`config.mk`:
```
export PLATFORM = sky130hd
export DESIGN_NAME = complex_matrix_multiply_flat
export DESIGN_NICKNAME = d
export VERILOG_FILES = /design/src/rtl/cmm_pkg.sv /design/src/rtl/cmm_if.sv /design/src/rtl/cmm_regs.sv /design/src/rtl/cmm_store.sv /design/src/rtl/cmm_mac.sv /design/src/rtl/complex_matrix_multiply.sv /design/src/flat_wrapper.sv
export SDC_FILE = /design/constraint.sdc
export NUM_CORES = 2
export LEC_CHECK = 0
export ABC_AREA = 0
export BUFFER_PORTS_ARGS = -buffer_cell sky130_fd_sc_hd__buf_2
export CORE_MARGIN = 2
export CORE_UTILIZATION = 50
export CTS_BUF_LIST = sky130_fd_sc_hd__clkbuf_4 sky130_fd_sc_hd__clkbuf_8
export CTS_CLUSTER_SIZE = 28
export DETAILED_ROUTE_END_ITERATION = 8
export HOLD_SLACK_MARGIN = 0.05
export PLACE_DENSITY = 0.71
export SLEW_MARGIN = 20
export SYNTH_ARGS = -nofsm -noshare
export SYNTH_HDL_FRONTEND = slang
export SYNTH_HIERARCHICAL = 1
export SYNTH_SLANG_ARGS = --single-unit
```
`constraint.sdc`:
```
create_clock -name clk -period 16.1 [get_ports clk]
set_clock_uncertainty 0.05 [all_clocks]
set_input_delay 2.415 -clock clk [delete_from_list [all_inputs] [get_ports clk]]
set_output_delay 2.415 -clock clk [all_outputs]
set_load 0.05 [all_outputs]
```
`src/rtl/cmm_pkg.sv`:
```
// ----------------------------------------------------------------------------
// cmm_pkg
// Shared types and constants of the complex matrix multiplier.
// ----------------------------------------------------------------------------
package cmm_pkg;

    // fixed field widths of the channels
    localparam int IN_W   = 16;
    localparam int OUT_W  = 36;
    localparam int IDX_W  = 3;
    localparam int DIM_W  = 4;
    localparam int KIND_W = 2;
    localparam int DATA_W = 32;
    localparam int ADDR_W = 4;

    // input commands
    typedef enum logic [1:0] {
        CMD_LOAD_A  = 2'd0,
        CMD_LOAD_B  = 2'd1,
        CMD_COMPUTE = 2'd2,
        CMD_NONE    = 2'd3
    } cmd_t;

    // configuration register indexes
    typedef enum logic [1:0] {
        REG_ROWS  = 2'd0,
        REG_INNER = 2'd1,
        REG_COLS  = 2'd2,
        REG_KINDS = 2'd3
    } reg_idx_t;

    // which pair of parts goes through the multiplier
    typedef enum logic [1:0] {
        MUL_RR = 2'd0,
        MUL_II = 2'd1,
        MUL_RI = 2'd2,
        MUL_IR = 2'd3
    } mul_sel_t;

    // configuration as seen by the datapath
    typedef struct packed {
        logic [DIM_W-1:0]  rows;
        logic [DIM_W-1:0]  inner;
        logic [DIM_W-1:0]  cols;
        logic [KIND_W-1:0] kinds;
    } cfg_t;

    // sequencer to multiply-accumulate unit
    typedef struct packed {
        logic     mul_en;
        mul_sel_t sel;
        logic     acc_clear;
        logic     a_cx;
        logic     b_cx;
    } mac_ctl_t;

endpackage

```
`src/rtl/cmm_if.sv`:
```
// ----------------------------------------------------------------------------
// cmm_if
// Valid/ready channels for load/compute commands and product elements.
// ----------------------------------------------------------------------------
interface cmm_in_if;
    logic                              valid;
    logic                              ready;
    logic [1:0]                        cmd;
    logic [cmm_pkg::IDX_W-1:0]         row;
    logic [cmm_pkg::IDX_W-1:0]         col;
    logic signed [cmm_pkg::IN_W-1:0]   real_part;
    logic signed [cmm_pkg::IN_W-1:0]   imag_part;

    modport source (output valid, cmd, row, col, real_part, imag_part, input ready);
    modport sink (input valid, cmd, row, col, real_part, imag_part, output ready);
endinterface

interface cmm_out_if;
    logic                              valid;
    logic                              ready;
    logic [cmm_pkg::IDX_W-1:0]         out_row;
    logic [cmm_pkg::IDX_W-1:0]         out_col;
    logic signed [cmm_pkg::OUT_W-1:0]  out_real;
    logic signed [cmm_pkg::OUT_W-1:0]  out_imag;
    logic                              last;

    modport source (output valid, out_row, out_col, out_real, out_imag, last, input ready);
    modport sink (input valid, out_row, out_col, out_real, out_imag, last, output ready);
endinterface

```
`src/rtl/cmm_regs.sv`:
```
// ----------------------------------------------------------------------------
// cmm_regs
// APB configuration registers: matrix dimensions and operand kinds.
// ----------------------------------------------------------------------------
module cmm_regs
(
    input  logic                          clk,
    input  logic                          rst_n,
    input  logic                          psel,
    input  logic                          penable,
    input  logic                          pwrite,
    input  logic [cmm_pkg::ADDR_W-1:0]    paddr,
    input  logic [cmm_pkg::DATA_W-1:0]    pwdata,
    output logic [cmm_pkg::DATA_W-1:0]    prdata,
    output logic                          pready,
    output cmm_pkg::cfg_t                 cfg
);

    logic [cmm_pkg::DIM_W-1:0]  rows_reg;
    logic [cmm_pkg::DIM_W-1:0]  inner_reg;
    logic [cmm_pkg::DIM_W-1:0]  cols_reg;
    logic [cmm_pkg::KIND_W-1:0] kinds_reg;
    cmm_pkg::reg_idx_t          idx;
    logic                       wr_en;

    assign pready = 1'b1;
    assign idx    = cmm_pkg::reg_idx_t'(paddr[3:2]);
    assign wr_en  = psel && penable && pwrite;

    // register writes
    always_ff @(posedge clk or negedge rst_n)
    begin
        if (!rst_n)
        begin
            rows_reg  <= cmm_pkg::DIM_W'(8);
            inner_reg <= cmm_pkg::DIM_W'(8);
            cols_reg  <= cmm_pkg::DIM_W'(8);
            kinds_reg <= cmm_pkg::KIND_W'(3);
        end
        else if (wr_en)
        begin
            unique case (idx)
                cmm_pkg::REG_ROWS:  rows_reg  <= pwdata[cmm_pkg::DIM_W-1:0];
                cmm_pkg::REG_INNER: inner_reg <= pwdata[cmm_pkg::DIM_W-1:0];
                cmm_pkg::REG_COLS:  cols_reg  <= pwdata[cmm_pkg::DIM_W-1:0];
                cmm_pkg::REG_KINDS: kinds_reg <= pwdata[cmm_pkg::KIND_W-1:0];
            endcase
        end
    end

    // read back
    always_comb
    begin
        unique case (idx)
            cmm_pkg::REG_ROWS:  prdata = cmm_pkg::DATA_W'(rows_reg);
            cmm_pkg::REG_INNER: prdata = cmm_pkg::DATA_W'(inner_reg);
            cmm_pkg::REG_COLS:  prdata = cmm_pkg::DATA_W'(cols_reg);
            cmm_pkg::REG_KINDS: prdata = cmm_pkg::DATA_W'(kinds_reg);
        endcase
    end

    assign cfg = '{rows: rows_reg, inner: inner_reg, cols: cols_reg, kinds: kinds_reg};

endmodule

```
`src/rtl/cmm_store.sv`:
```
// ----------------------------------------------------------------------------
// cmm_store
// Operand element memory, one write port and one registered read port.
// ----------------------------------------------------------------------------
module cmm_store
#(
    parameter int DEPTH  = 64,
    parameter int WIDTH  = 32,
    parameter int AW     = 6
)
(
    input  logic              clk,
    input  logic              wr_en,
    input  logic [AW-1:0]     wr_addr,
    input  logic [WIDTH-1:0]  wr_data,
    input  logic              rd_en,
    input  logic [AW-1:0]     rd_addr,
    output logic [WIDTH-1:0]  rd_data
);

    logic [WIDTH-1:0] mem [DEPTH];
    logic [WIDTH-1:0] rd_data_reg;

    // write port
    always_ff @(posedge clk)
    begin
        if (wr_en)
        begin
            mem[wr_addr] <= wr_data;
        end
    end

    // registered read port
    always_ff @(posedge clk)
    begin
        if (rd_en)
        begin
            rd_data_reg <= mem[rd_addr];
        end
    end

    assign rd_data = rd_data_reg;

endmodule

```
`src/rtl/cmm_mac.sv`:
```
// ----------------------------------------------------------------------------
// cmm_mac
// Shared real multiplier with complex accumulators; one partial product
// per cycle while mul_en is set, accumulated in the cycle after.
// ----------------------------------------------------------------------------
module cmm_mac
#(
    parameter int ELEM_WIDTH = 16
)
(
    input  logic                              clk,
    input  logic                              rst_n,
    input  cmm_pkg::mac_ctl_t                 ctl,
    input  logic [2*ELEM_WIDTH-1:0]           a_data,
    input  logic [2*ELEM_WIDTH-1:0]           b_data,
    output logic signed [cmm_pkg::OUT_W-1:0]  acc_re,
    output logic signed [cmm_pkg::OUT_W-1:0]  acc_im
);

    localparam int PROD_W = 2 * ELEM_WIDTH;

    logic signed [ELEM_WIDTH-1:0]       a_re, a_im, b_re, b_im;
    logic signed [ELEM_WIDTH-1:0]       mul_x, mul_y;
    logic signed [PROD_W-1:0]           prod_reg;
    logic                               op_valid_reg;
    cmm_pkg::mul_sel_t                  op_sel_reg;
    logic signed [cmm_pkg::OUT_W-1:0]   prod_ext;
    logic signed [cmm_pkg::OUT_W-1:0]   acc_re_reg, acc_re_next;
    logic signed [cmm_pkg::OUT_W-1:0]   acc_im_reg, acc_im_next;

    // operand parts, real operands read as zero imaginary
    assign a_re = signed'(a_data[ELEM_WIDTH-1:0]);
    assign b_re = signed'(b_data[ELEM_WIDTH-1:0]);
    assign a_im = ctl.a_cx ? signed'(a_data[PROD_W-1:ELEM_WIDTH]) : '0;
    assign b_im = ctl.b_cx ? signed'(b_data[PROD_W-1:ELEM_WIDTH]) : '0;

    // multiplier operand select
    always_comb
    begin
        unique case (ctl.sel)
            cmm_pkg::MUL_RR: begin mul_x = a_re; mul_y = b_re; end
            cmm_pkg::MUL_II: begin mul_x = a_im; mul_y = b_im; end
            cmm_pkg::MUL_RI: begin mul_x = a_re; mul_y = b_im; end
            cmm_pkg::MUL_IR: begin mul_x = a_im; mul_y = b_re; end
        endcase
    end

    // product register and the op it feeds
    always_ff @(posedge clk or negedge rst_n)
    begin
        if (!rst_n)
        begin
            op_valid_reg <= 1'b0;
            op_sel_reg   <= cmm_pkg::MUL_RR;
        end
        else
        begin
            op_valid_reg <= ctl.mul_en;
            op_sel_reg   <= ctl.sel;
        end
    end

    always_ff @(posedge clk)
    begin
        if (ctl.mul_en)
        begin
            prod_reg <= mul_x * mul_y;
        end
    end

    // accumulate, wrapping to the output width
    assign prod_ext = cmm_pkg::OUT_W'(prod_reg);

    always_comb
    begin
        acc_re_next = acc_re_reg;
        acc_im_next = acc_im_reg;
        if (ctl.acc_clear)
        begin
            acc_re_next = '0;
            acc_im_next = '0;
        end
        else if (op_valid_reg)
        begin
            unique case (op_sel_reg)
                cmm_pkg::MUL_RR: acc_re_next = acc_re_reg + prod_ext;
                cmm_pkg::MUL_II: acc_re_next = acc_re_reg - prod_ext;
                cmm_pkg::MUL_RI: acc_im_next = acc_im_reg + prod_ext;
                cmm_pkg::MUL_IR: acc_im_next = acc_im_reg + prod_ext;
            endcase
        end
    end

    always_ff @(posedge clk)
    begin
        acc_re_reg <= acc_re_next;
        acc_im_reg <= acc_im_next;
    end

    assign acc_re = acc_re_reg;
    assign acc_im = acc_im_reg;

endmodule

```
`src/rtl/complex_matrix_multiply.sv`:
```
// ----------------------------------------------------------------------------
// complex_matrix_multiply
// Complex matrix product R = A * B over two operand stores, sequenced over
// one shared multiplier.
// ----------------------------------------------------------------------------
// A load command (A or B element) writes one store entry when its row and
// column are below MAX_DIM. A compute command emits the product in row-major
// order, one beat per element, with last on the final one. Each element
// takes, per inner term, one store read step and four real products through
// the single multiplier, plus a drain and an emit step; the emit step waits
// on any output stall, and the input is not ready until the run is done.
// Store entries must be written before a run reads them.
module complex_matrix_multiply
#(
    parameter int MAX_DIM    = 8,
    parameter int ELEM_WIDTH = 16
)
(
    input  logic                          clk,
    input  logic                          rst_n,
    cmm_in_if.sink                        item,
    cmm_out_if.source                     result,
    input  logic                          psel,
    input  logic                          penable,
    input  logic                          pwrite,
    input  logic [cmm_pkg::ADDR_W-1:0]    paddr,
    input  logic [cmm_pkg::DATA_W-1:0]    pwdata,
    output logic [cmm_pkg::DATA_W-1:0]    prdata,
    output logic                          pready
);

    localparam int DEPTH  = MAX_DIM * MAX_DIM;
    localparam int AW     = (MAX_DIM > 1) ? $clog2(DEPTH) : 1;
    localparam int ENT_W  = 2 * ELEM_WIDTH;
    localparam int IW     = cmm_pkg::IDX_W;

    typedef enum logic [2:0] {
        S_IDLE,
        S_READ,
        S_MUL_RR,
        S_MUL_II,
        S_MUL_RI,
        S_MUL_IR,
        S_DRAIN,
        S_EMIT
    } state_t;

    cmm_pkg::cfg_t              cfg;
    cmm_pkg::mac_ctl_t          ctl;
    cmm_pkg::cmd_t              cmd;

    state_t                     state_reg;
    logic [IW-1:0]              i_reg, j_reg, k_reg;
    logic [IW-1:0]              lim_i_reg, lim_j_reg, lim_k_reg;
    logic [cmm_pkg::KIND_W-1:0] kinds_reg;
    logic [IW-1:0]              lim_i_next, lim_j_next, lim_k_next;

    logic                       out_valid_reg;
    logic [IW-1:0]              out_row_reg, out_col_reg;
    logic signed [cmm_pkg::OUT_W-1:0] out_real_reg, out_imag_reg;
    logic                       out_last_reg;

    logic                       accept, start, load_ok, emit, run_last;
    logic                       wr_a, wr_b;
    logic [AW-1:0]              wr_addr, rd_a_addr, rd_b_addr;
    logic [ENT_W-1:0]           wr_data, a_data, b_data;
    logic signed [ELEM_WIDTH-1:0] elem_re, elem_im;
    logic signed [cmm_pkg::OUT_W-1:0] acc_re, acc_im;

    // configuration registers
    cmm_regs u_regs
    (
        .clk     (clk),
        .rst_n   (rst_n),
        .psel    (psel),
        .penable (penable),
        .pwrite  (pwrite),
        .paddr   (paddr),
        .pwdata  (pwdata),
        .prdata  (prdata),
        .pready  (pready),
        .cfg     (cfg)
    );

    // input decode
    assign item.ready = (state_reg == S_IDLE);
    assign accept     = item.valid && item.ready;
    assign cmd        = cmm_pkg::cmd_t'(item.cmd);
    assign start      = accept && (cmd == cmm_pkg::CMD_COMPUTE);
    assign load_ok    = ({1'b0, item.row} < (IW + 1)'(MAX_DIM))
                     && ({1'b0, item.col} < (IW + 1)'(MAX_DIM));
    assign wr_a       = accept && load_ok && (cmd == cmm_pkg::CMD_LOAD_A);
    assign wr_b       = accept && load_ok && (cmd == cmm_pkg::CMD_LOAD_B);

    // element conversion to the stored width
    assign elem_re = ELEM_WIDTH'(item.real_part);
    assign elem_im = ELEM_WIDTH'(item.imag_part);
    assign wr_data = {elem_im, elem_re};
    assign wr_addr = AW'(AW'(item.row) * AW'(MAX_DIM) + AW'(item.col));

    // store read addresses: A(i,j) and B(j,k)
    assign rd_a_addr = AW'(AW'(i_reg) * AW'(MAX_DIM) + AW'(j_reg));
    assign rd_b_addr = AW'(AW'(j_reg) * AW'(MAX_DIM) + AW'(k_reg));

    cmm_store #(.DEPTH(DEPTH), .WIDTH(ENT_W), .AW(AW)) u_store_a
    (
        .clk     (clk),
        .wr_en   (wr_a),
        .wr_addr (wr_addr),
        .wr_data (wr_data),
        .rd_en   (state_reg == S_READ),
        .rd_addr (rd_a_addr),
        .rd_data (a_data)
    );

    cmm_store #(.DEPTH(DEPTH), .WIDTH(ENT_W), .AW(AW)) u_store_b
    (
        .clk     (clk),
        .wr_en   (wr_b),
        .wr_addr (wr_addr),
        .wr_data (wr_data),
        .rd_en   (state_reg == S_READ),
        .rd_addr (rd_b_addr),
        .rd_data (b_data)
    );

    // dimension clamp to last index
    always_comb
    begin
        priority if (cfg.rows == '0)
            lim_i_next = '0;
        else if (cfg.rows > cmm_pkg::DIM_W'(MAX_DIM))
            lim_i_next = IW'(MAX_DIM - 1);
        else
            lim_i_next = IW'(cfg.rows - 1'b1);

        priority if (cfg.inner == '0)
            lim_j_next = '0;
        else if (cfg.inner > cmm_pkg::DIM_W'(MAX_DIM))
            lim_j_next = IW'(MAX_DIM - 1);
        else
            lim_j_next = IW'(cfg.inner - 1'b1);

        priority if (cfg.cols == '0)
            lim_k_next = '0;
        else if (cfg.cols > cmm_pkg::DIM_W'(MAX_DIM))
            lim_k_next = IW'(MAX_DIM - 1);
        else
            lim_k_next = IW'(cfg.cols - 1'b1);
    end

    // emit when the output register is free or being taken
    assign emit     = (state_reg == S_EMIT) && (!out_valid_reg || result.ready);
    assign run_last = (i_reg == lim_i_reg) && (k_reg == lim_k_reg);

    // multiply-accumulate control
    always_comb
    begin
        ctl.mul_en    = 1'b0;
        ctl.sel       = cmm_pkg::MUL_RR;
        ctl.acc_clear = start || emit;
        ctl.a_cx      = kinds_reg[0];
        ctl.b_cx      = kinds_reg[1];
        unique case (state_reg)
            S_MUL_RR: begin ctl.mul_en = 1'b1; ctl.sel = cmm_pkg::MUL_RR; end
            S_MUL_II: begin ctl.mul_en = 1'b1; ctl.sel = cmm_pkg::MUL_II; end
            S_MUL_RI: begin ctl.mul_en = 1'b1; ctl.sel = cmm_pkg::MUL_RI; end
            S_MUL_IR: begin ctl.mul_en = 1'b1; ctl.sel = cmm_pkg::MUL_IR; end
            default:  ctl.mul_en = 1'b0;
        endcase
    end

    cmm_mac #(.ELEM_WIDTH(ELEM_WIDTH)) u_mac
    (
        .clk    (clk),
        .rst_n  (rst_n),
        .ctl    (ctl),
        .a_data (a_data),
        .b_data (b_data),
        .acc_re (acc_re),
        .acc_im (acc_im)
    );

    // sequencer and output register
    always_ff @(posedge clk or negedge rst_n)
    begin
        if (!rst_n)
        begin
            state_reg     <= S_IDLE;
            i_reg         <= '0;
            j_reg         <= '0;
            k_reg         <= '0;
            lim_i_reg     <= '0;
            lim_j_reg     <= '0;
            lim_k_reg     <= '0;
            kinds_reg     <= '0;
            out_valid_reg <= 1'b0;
            out_row_reg   <= '0;
            out_col_reg   <= '0;
            out_real_reg  <= '0;
            out_imag_reg  <= '0;
            out_last_reg  <= 1'b0;
        end
        else
        begin
            // output beat: loaded by emit, dropped once taken
            if (emit)
            begin
                out_valid_reg <= 1'b1;
            end
            else if (result.ready)
            begin
                out_valid_reg <= 1'b0;
            end
            unique case (state_reg)
                S_IDLE:
                begin
                    if (start)
                    begin
                        lim_i_reg <= lim_i_next;
                        lim_j_reg <= lim_j_next;
                        lim_k_reg <= lim_k_next;
                        kinds_reg <= cfg.kinds;
                        i_reg     <= '0;
                        j_reg     <= '0;
                        k_reg     <= '0;
                        state_reg <= S_READ;
                    end
                end
                S_READ:   state_reg <= S_MUL_RR;
                S_MUL_RR: state_reg <= S_MUL_II;
                S_MUL_II: state_reg <= S_MUL_RI;
                S_MUL_RI: state_reg <= S_MUL_IR;
                S_MUL_IR:
                begin
                    if (j_reg == lim_j_reg)
                    begin
                        state_reg <= S_DRAIN;
                    end
                    else
                    begin
                        j_reg     <= j_reg + 1'b1;
                        state_reg <= S_READ;
                    end
                end
                S_DRAIN:  state_reg <= S_EMIT;
                S_EMIT:
                begin
                    if (emit)
                    begin
                        out_row_reg   <= i_reg;
                        out_col_reg   <= k_reg;
                        out_real_reg  <= acc_re;
                        out_imag_reg  <= acc_im;
                        out_last_reg  <= run_last;
                        j_reg         <= '0;
                        if (k_reg == lim_k_reg)
                        begin
                            k_reg <= '0;
                            if (i_reg == lim_i_reg)
                            begin
                                state_reg <= S_IDLE;
                            end
                            else
                            begin
                                i_reg     <= i_reg + 1'b1;
                                state_reg <= S_READ;
                            end
                        end
                        else
                        begin
                            k_reg     <= k_reg + 1'b1;
                            state_reg <= S_READ;
                        end
                    end
                end
                default:  state_reg <= S_IDLE;
            endcase
        end
    end

    // result channel
    assign result.valid    = out_valid_reg;
    assign result.out_row  = out_row_reg;
    assign result.out_col  = out_col_reg;
    assign result.out_real = out_real_reg;
    assign result.out_imag = out_imag_reg;
    assign result.last     = out_last_reg;

    // a new result beat only comes out of the emit step
    a_emit_source: assert property (@(posedge clk) disable iff (!rst_n)
        $rose(out_valid_reg) |-> $past(state_reg == S_EMIT))
        else $error("result beat raised outside emit");

    // loop counters stay inside the latched dimensions during a run
    a_counters_in_range: assert property (@(posedge clk) disable iff (!rst_n)
        (state_reg != S_IDLE) |-> (i_reg <= lim_i_reg && j_reg <= lim_j_reg
                                   && k_reg <= lim_k_reg))
        else $error("loop counter beyond dimension");

    // the final element ends the run
    a_last_ends_run: assert property (@(posedge clk) disable iff (!rst_n)
        (emit && run_last) |=> (state_reg == S_IDLE && out_last_reg))
        else $error("run did not end on last element");

    // an emit, which clears the accumulators, only follows a drain or a stalled emit
    a_clear_no_pending: assert property (@(posedge clk) disable iff (!rst_n)
        emit |-> ($past(state_reg) == S_DRAIN || $past(state_reg) == S_EMIT))
        else $error("emit without drain");

endmodule
```
`src/flat_wrapper.sv`:
```
// flat-port wrapper written by rule: the top's interface ports become plain ports
module complex_matrix_multiply_flat 
#(
    parameter int MAX_DIM    = 8,
    parameter int ELEM_WIDTH = 16
)
  (clk, rst_n, psel, penable, pwrite, paddr, pwdata, prdata, pready, item_valid, item_cmd, item_row, item_col, item_real_part, item_imag_part, item_ready, result_valid, result_out_row, result_out_col, result_out_real, result_out_imag, result_last, result_ready);
  cmm_in_if item_i ();
  cmm_out_if result_i ();
  input  logic clk;
  input  logic rst_n;
  input  logic psel;
  input  logic penable;
  input  logic pwrite;
  input  logic [cmm_pkg::ADDR_W-1:0] paddr;
  input  logic [cmm_pkg::DATA_W-1:0] pwdata;
  output logic [cmm_pkg::DATA_W-1:0] prdata;
  output logic pready;
  input wire logic [$bits(item_i.valid)-1:0] item_valid;
  input wire logic [$bits(item_i.cmd)-1:0] item_cmd;
  input wire logic [$bits(item_i.row)-1:0] item_row;
  input wire logic [$bits(item_i.col)-1:0] item_col;
  input wire logic [$bits(item_i.real_part)-1:0] item_real_part;
  input wire logic [$bits(item_i.imag_part)-1:0] item_imag_part;
  output wire logic [$bits(item_i.ready)-1:0] item_ready;
  output wire logic [$bits(result_i.valid)-1:0] result_valid;
  output wire logic [$bits(result_i.out_row)-1:0] result_out_row;
  output wire logic [$bits(result_i.out_col)-1:0] result_out_col;
  output wire logic [$bits(result_i.out_real)-1:0] result_out_real;
  output wire logic [$bits(result_i.out_imag)-1:0] result_out_imag;
  output wire logic [$bits(result_i.last)-1:0] result_last;
  input wire logic [$bits(result_i.ready)-1:0] result_ready;
  assign item_i.valid = item_valid;
  assign item_i.cmd = item_cmd;
  assign item_i.row = item_row;
  assign item_i.col = item_col;
  assign item_i.real_part = item_real_part;
  assign item_i.imag_part = item_imag_part;
  assign item_ready = item_i.ready;
  assign result_valid = result_i.valid;
  assign result_out_row = result_i.out_row;
  assign result_out_col = result_i.out_col;
  assign result_out_real = result_i.out_real;
  assign result_out_imag = result_i.out_imag;
  assign result_last = result_i.last;
  assign result_i.ready = result_ready;
  complex_matrix_multiply #(.MAX_DIM(MAX_DIM), .ELEM_WIDTH(ELEM_WIDTH)) u_core (.clk(clk), .rst_n(rst_n), .item(item_i), .result(result_i), .psel(psel), .penable(penable), .pwrite(pwrite), .paddr(paddr), .pwdata(pwdata), .prdata(prdata), .pready(pready));
endmodule
```
# After elaboration in Yosys (flattened, before gate mapping)
# Memories as Yosys holds them, arrays and structs flattened. A register that Yosys moved wholly into a read port is not among the register bits.
# Cells that the tools add are included.
# totals
regBits	224
ramBits	4096
out_inout_bits	114
wordCells	145
n_memories	2
# mem_list
name	depth	word_bits	rd	rd_clocked_by_memory_dff	wr	line	text
u_core.u_store_a.mem	64	32	1	1	1	cmm_store.sv:21	logic [WIDTH-1:0] mem [DEPTH];
u_core.u_store_b.mem	64	32	1	1	1	cmm_store.sv:21	
# classes
n_addsub	12
multipliers	1
order_cmp	3
eq_ne	26
n_mux	37
reduce_logical	41
# op_table
cell	count
one-hot mux 32 bit (4 select lines)	1
adder 36 x 32 -> 36 bit	2
one-hot mux 36 bit (2 select lines)	1
one-hot mux 16 bit (2 select lines)	2
2-to-1 mux 3 bit	17
subtractor 36 x 32 -> 36 bit	1
multiplier 16 x 16 -> 32 bit	1
2-to-1 mux 16 bit	2
one-hot mux 3 bit (8 select lines)	1
adder 6 x 3 -> 6 bit	3
AND reduction 2 bit	9
equality test 2 bit, second input constant	7
equality test 3 bit, second input constant	4
greater-than comparator 4 bit, second input constant	3
zero test 4 bit	3
one-hot mux 3 bit (2 select lines)	2
OR reduction 2 bit	5
adder 3 x 1 -> 3 bit, second input constant	3
equality test 3 bit	3
2-to-1 mux 1 bit	9
one-hot mux 3 bit (3 select lines)	1
subtractor 3 x 1 -> 3 bit, second input constant	3
equality test 2 x 1 -> 1 bit, second input constant	4
logical AND 1 bit	8
15 further kinds	25

# Longest topological paths before layout
# logic_depth
ltp_word	6
ltp_mapped	34
ltp_nobuf	31

# By module
# The synthesis kept the hierarchy.
# modules_own_cells
module	instances	cells_each	area_per_inst_um2	seq_area_each_um2
cmm_store	2	3324	78835.6	62459.9
cmm_mac	1	2170	18114.9	2477.4
complex_matrix_multiply	1	494	4436.8	2577.5
cmm_regs	1	76	905.9	356.6

# Worst setup path after synthesis
# OpenSTA, ideal clock, no wires.
# synth_path
kind	flip-flop to flip-flop
start	reg u_core.state_reg[1]
end	reg u_core.u_mac.prod_reg[31], data pin
setup_ps	267
arrival_time_ps	8884
t_required_ps	15783
slack_ps	6899
stages_incl_launch_ff	30
n_path_buf	4
path_cell_list	dfrtp_1 > buf_2 > xor2_1 > and2_1 > ha_1 > nor2b_1 > clkbuf_1 > clkbuf_1 > a22o_1 > clkbuf_1 > nand2_1 > fa_1 > inv_1 > fa_1 > fa_1 > fa_1 > fa_1 > inv_1 > fa_1 > inv_1 > ha_1 > inv_1 > nor2_1 > o211ai_1 > a21oi_1 > a211oi_1 > a31oi_1 > a41o_1 > o21ai_1 > a211oi_1
# synth_lines
element	line	text
start: declaration	complex_matrix_multiply.sv:52	state_t state_reg;
start signal: assignment	complex_matrix_multiply.sv:189	state_reg <= S_IDLE;
start signal: assignment	complex_matrix_multiply.sv:227	state_reg <= S_READ;
start signal: assignment	complex_matrix_multiply.sv:230	S_READ: state_reg <= S_MUL_RR;
end signal: assignment	cmm_mac.sv:67	prod_reg <= mul_x * mul_y;
end: declaration	cmm_mac.sv:24	logic signed [PROD_W-1:0] prod_reg;

==> impl_metrics.env <==
export IMPL_cts_tree="built"
export IMPL_start_kind="flop"
export IMPL_grt_max_degree=124
export IMPL_hold_class="reg2reg"
export IMPL_worst_slew_pin_slew_ns=1.31
export IMPL_wirelength_met1_microns=175000
export IMPL_period_minus_slack_ns=9.93
export IMPL_synth_top_flop_cell="edfxtp_1"
export IMPL_synthTopCellsByCount="4,192 x edfxtp_1, 1,088 x mux4_2, 589 x nand2_1"
export IMPL_crit_top_cell="fa_1"
export IMPL_ff2ff_path_depth=26
export IMPL_path_class="reg2reg"
export IMPL_synth_edf_count=4192
export IMPL_yosysUniqueCellTypes=99
export IMPL_slowest_stage="xor2_4"
export IMPL_outcome="complete, no violations"
export IMPL_layout_drive_gt1_share_pct=26.0
export IMPL_cts_buffers_inserted=665
export IMPL_ys_seq_area_share_pct=72.0
export IMPL_path_buf_inv=5
export IMPL_dr_pass1_iters=6
export IMPL_pin_count=197
export IMPL_clkTransAtPathRegs_ns=0.06
export IMPL_syn_area_sq_mm=0.181
export IMPL_yosys_warnings=6
export IMPL_drc=0
export IMPL_dp_hpwl_microns=264000
export IMPL_rsz0062_at_grt="false"
export IMPL_tns_ns=0
export IMPL_fin_nets=10501
export IMPL_cts_htree_levels=6
export IMPL_cap_violations=0
export IMPL_yosysTopAreaCell="edfxtp_1"
export IMPL_yosysTopAreaCellShare_pct=69.5
export IMPL_die_area_sq_mm=0.367
export IMPL_cts_root_buffer="clkbuf_8"
export IMPL_globalRouteTotalUtil_pct=24.7
export IMPL_cp_max_fo=34
export IMPL_avgRoutedWirePerCell_microns=29.8
export IMPL_slew_violations=0
export IMPL_num_vias=94351
export IMPL_grt_ovfl_total=0
export IMPL_highest_layer="met5"
export IMPL_grt_pass1_vias=95175
export IMPL_numPortBuffers=137
export IMPL_die_x_microns=606
export IMPL_gp_congestion=0.917
export IMPL_ant_nets=0
export IMPL_postSynthCellCount=9388
export IMPL_cp_top_family="adder cells"
export IMPL_fmax_ghz=0.101
export IMPL_die_height_microns=606
export IMPL_cts_buffer_depth=4
export IMPL_synthToLayoutAreaGrowth_pct=11.3
export IMPL_fp_coreArea_sq_mm=0.361
export IMPL_start_util_pct=50.1
export IMPL_n_fill_cell=26581
export IMPL_multi_input_area_sq_mm=0.0481
export IMPL_fp_row_count=221
export IMPL_ys_ff_latch=4384
export IMPL_synth_area_per_cell_sq_um=19.3
export IMPL_regArea_sq_mm=0.130
export IMPL_wl_met2_microns=221000
export IMPL_slew_headroom_pct=12.3
export IMPL_routed_wl_microns=457000
export IMPL_yosysMostFrequentCell="edfxtp_1"
export IMPL_finalSetupViolCount=0
export IMPL_crit_required_ns=16.94
export IMPL_end_kind="flop"
export IMPL_ys_async_sr_fraction_pct=2.74
export IMPL_clock_sinks=4384
export IMPL_dr_first_iter_drc_count=11525
export IMPL_period_share_pct=61.7
export IMPL_holdBufCountCts=0
export IMPL_critical_path_arrival_ns=10.77
export IMPL_top_regs="u_core/u_store_a/mem x2048, u_core/u_store_b/mem x2048"
export IMPL_cts_resized=0
export IMPL_clock_latency_ns=1.25
export IMPL_grt_pass1_wl_microns=653000
export IMPL_antenna_found_initial=18
export IMPL_met3_length_microns=44400
export IMPL_min_path_cells=2
export IMPL_hold_viol_final=0
export IMPL_crit_cells=26
export IMPL_cts_setup_buffers=0
export IMPL_synthTopCellsByArea="edfxtp_1 69%, mux4_2 14%, fa_1 2.9%, dfrtp_1 1.6%, nand2_1 1.2%"
export IMPL_routed_via_density=6.16
export IMPL_max_stage_delay_ns=0.85
layer usage:
layer	track usage, %	vias up
li1	-	38850
met1	34.0	49890
met2	40.0	4829
met3	4.66	778
met4	8.68	4
met5	0	-
cell usage in the layout (no fill, tap or decap), types with 40 or more instances in the layout:
cell type,n
a21oi_1,262
buf_2,105
buf_4,294
clkbuf_4,198
clkbuf_8,685
clkinv_1,155
clkinv_2,79
dfrtp_1,108
dfxtp_1,72
edfxtp_1,4192
fa_1,264
ha_1,161
inv_1,362
mux2i_1,194
mux4_2,1088
nand2_1,586
nand3_1,60
nor2_1,352
nor2_4,127
nor2b_1,40
nor3_1,52
o21ai_0,49
o221ai_1,54
o22ai_1,171
xnor2_1,79
per-stage QoR:
stage	hold WS, ns	instances	area (sq um)	utilization (%)	worst slack (ns)
floorplan	0.372	9415	181000	-	6.90
global placement	0.387	14116	189000	52.2	6.36
detailed placement	0.401	14118	189000	52.2	6.33
CTS	0.389	15305	202000	55.8	6.25
global route	0.401	15309	202000	55.8	5.67
finish	0.392	15325	202000	55.8	6.17
area by class of cell:
class / instances / area share (%)
diodes: 18 / 0.0223
clock buffers: 883 / 5.41
clock inverters: 304 / 0.958
inverters: 364 / 0.677
multi-input cells: 4170 / 23.9
flip-flops and latches: 4384 / 64.6
well taps: 4794 / 2.97
repair buffers: 408 / 1.45
path summary, 6_finish.rpt:
path                                             start                         end  slack [ns]
worst min register to register  u_core/u_mac/acc_im[5]   u_core/result.out_imag[5]        0.39
min in group asynchronous                        rst_n  u_core/result.out_real[26]        1.19
worst max-delay path               u_core/state_reg[1]   u_core/u_mac/prod_reg[30]        6.17
worst min-delay path            u_core/u_mac/acc_im[5]   u_core/result.out_imag[5]        0.39
max in group asynchronous                        rst_n  u_core/result.out_imag[34]       13.50
worst max register to register     u_core/state_reg[1]   u_core/u_mac/prod_reg[30]        6.17
worst register-to-register path, delay by kind of cell, from the launching register on:
family	cells	cell delay, ns
fa+ha+maj	8	3.77
compound gates	6	2.24
simple gates	6	1.20
xor+xnor	1	0.85
flops	1	0.75
buf+inv	5	0.73
cells by family after synthesis:
logic type	after synthesis	share of synthesized area, %
buffers and inverters	861	2.10
AND/OR/NAND/NOR	1433	3.48
other	2	0.00415
AO/OA/AOI/OAI	871	3.14
XOR/XNOR	108	0.522
flip-flops	4384	72.0
multiplexers	1302	14.8
adder cells (fa/ha/maj)	427	4.04
Power is not shown: default switching activity piles up to over one toggle a cycle in this logic, so the estimate is an artifact.
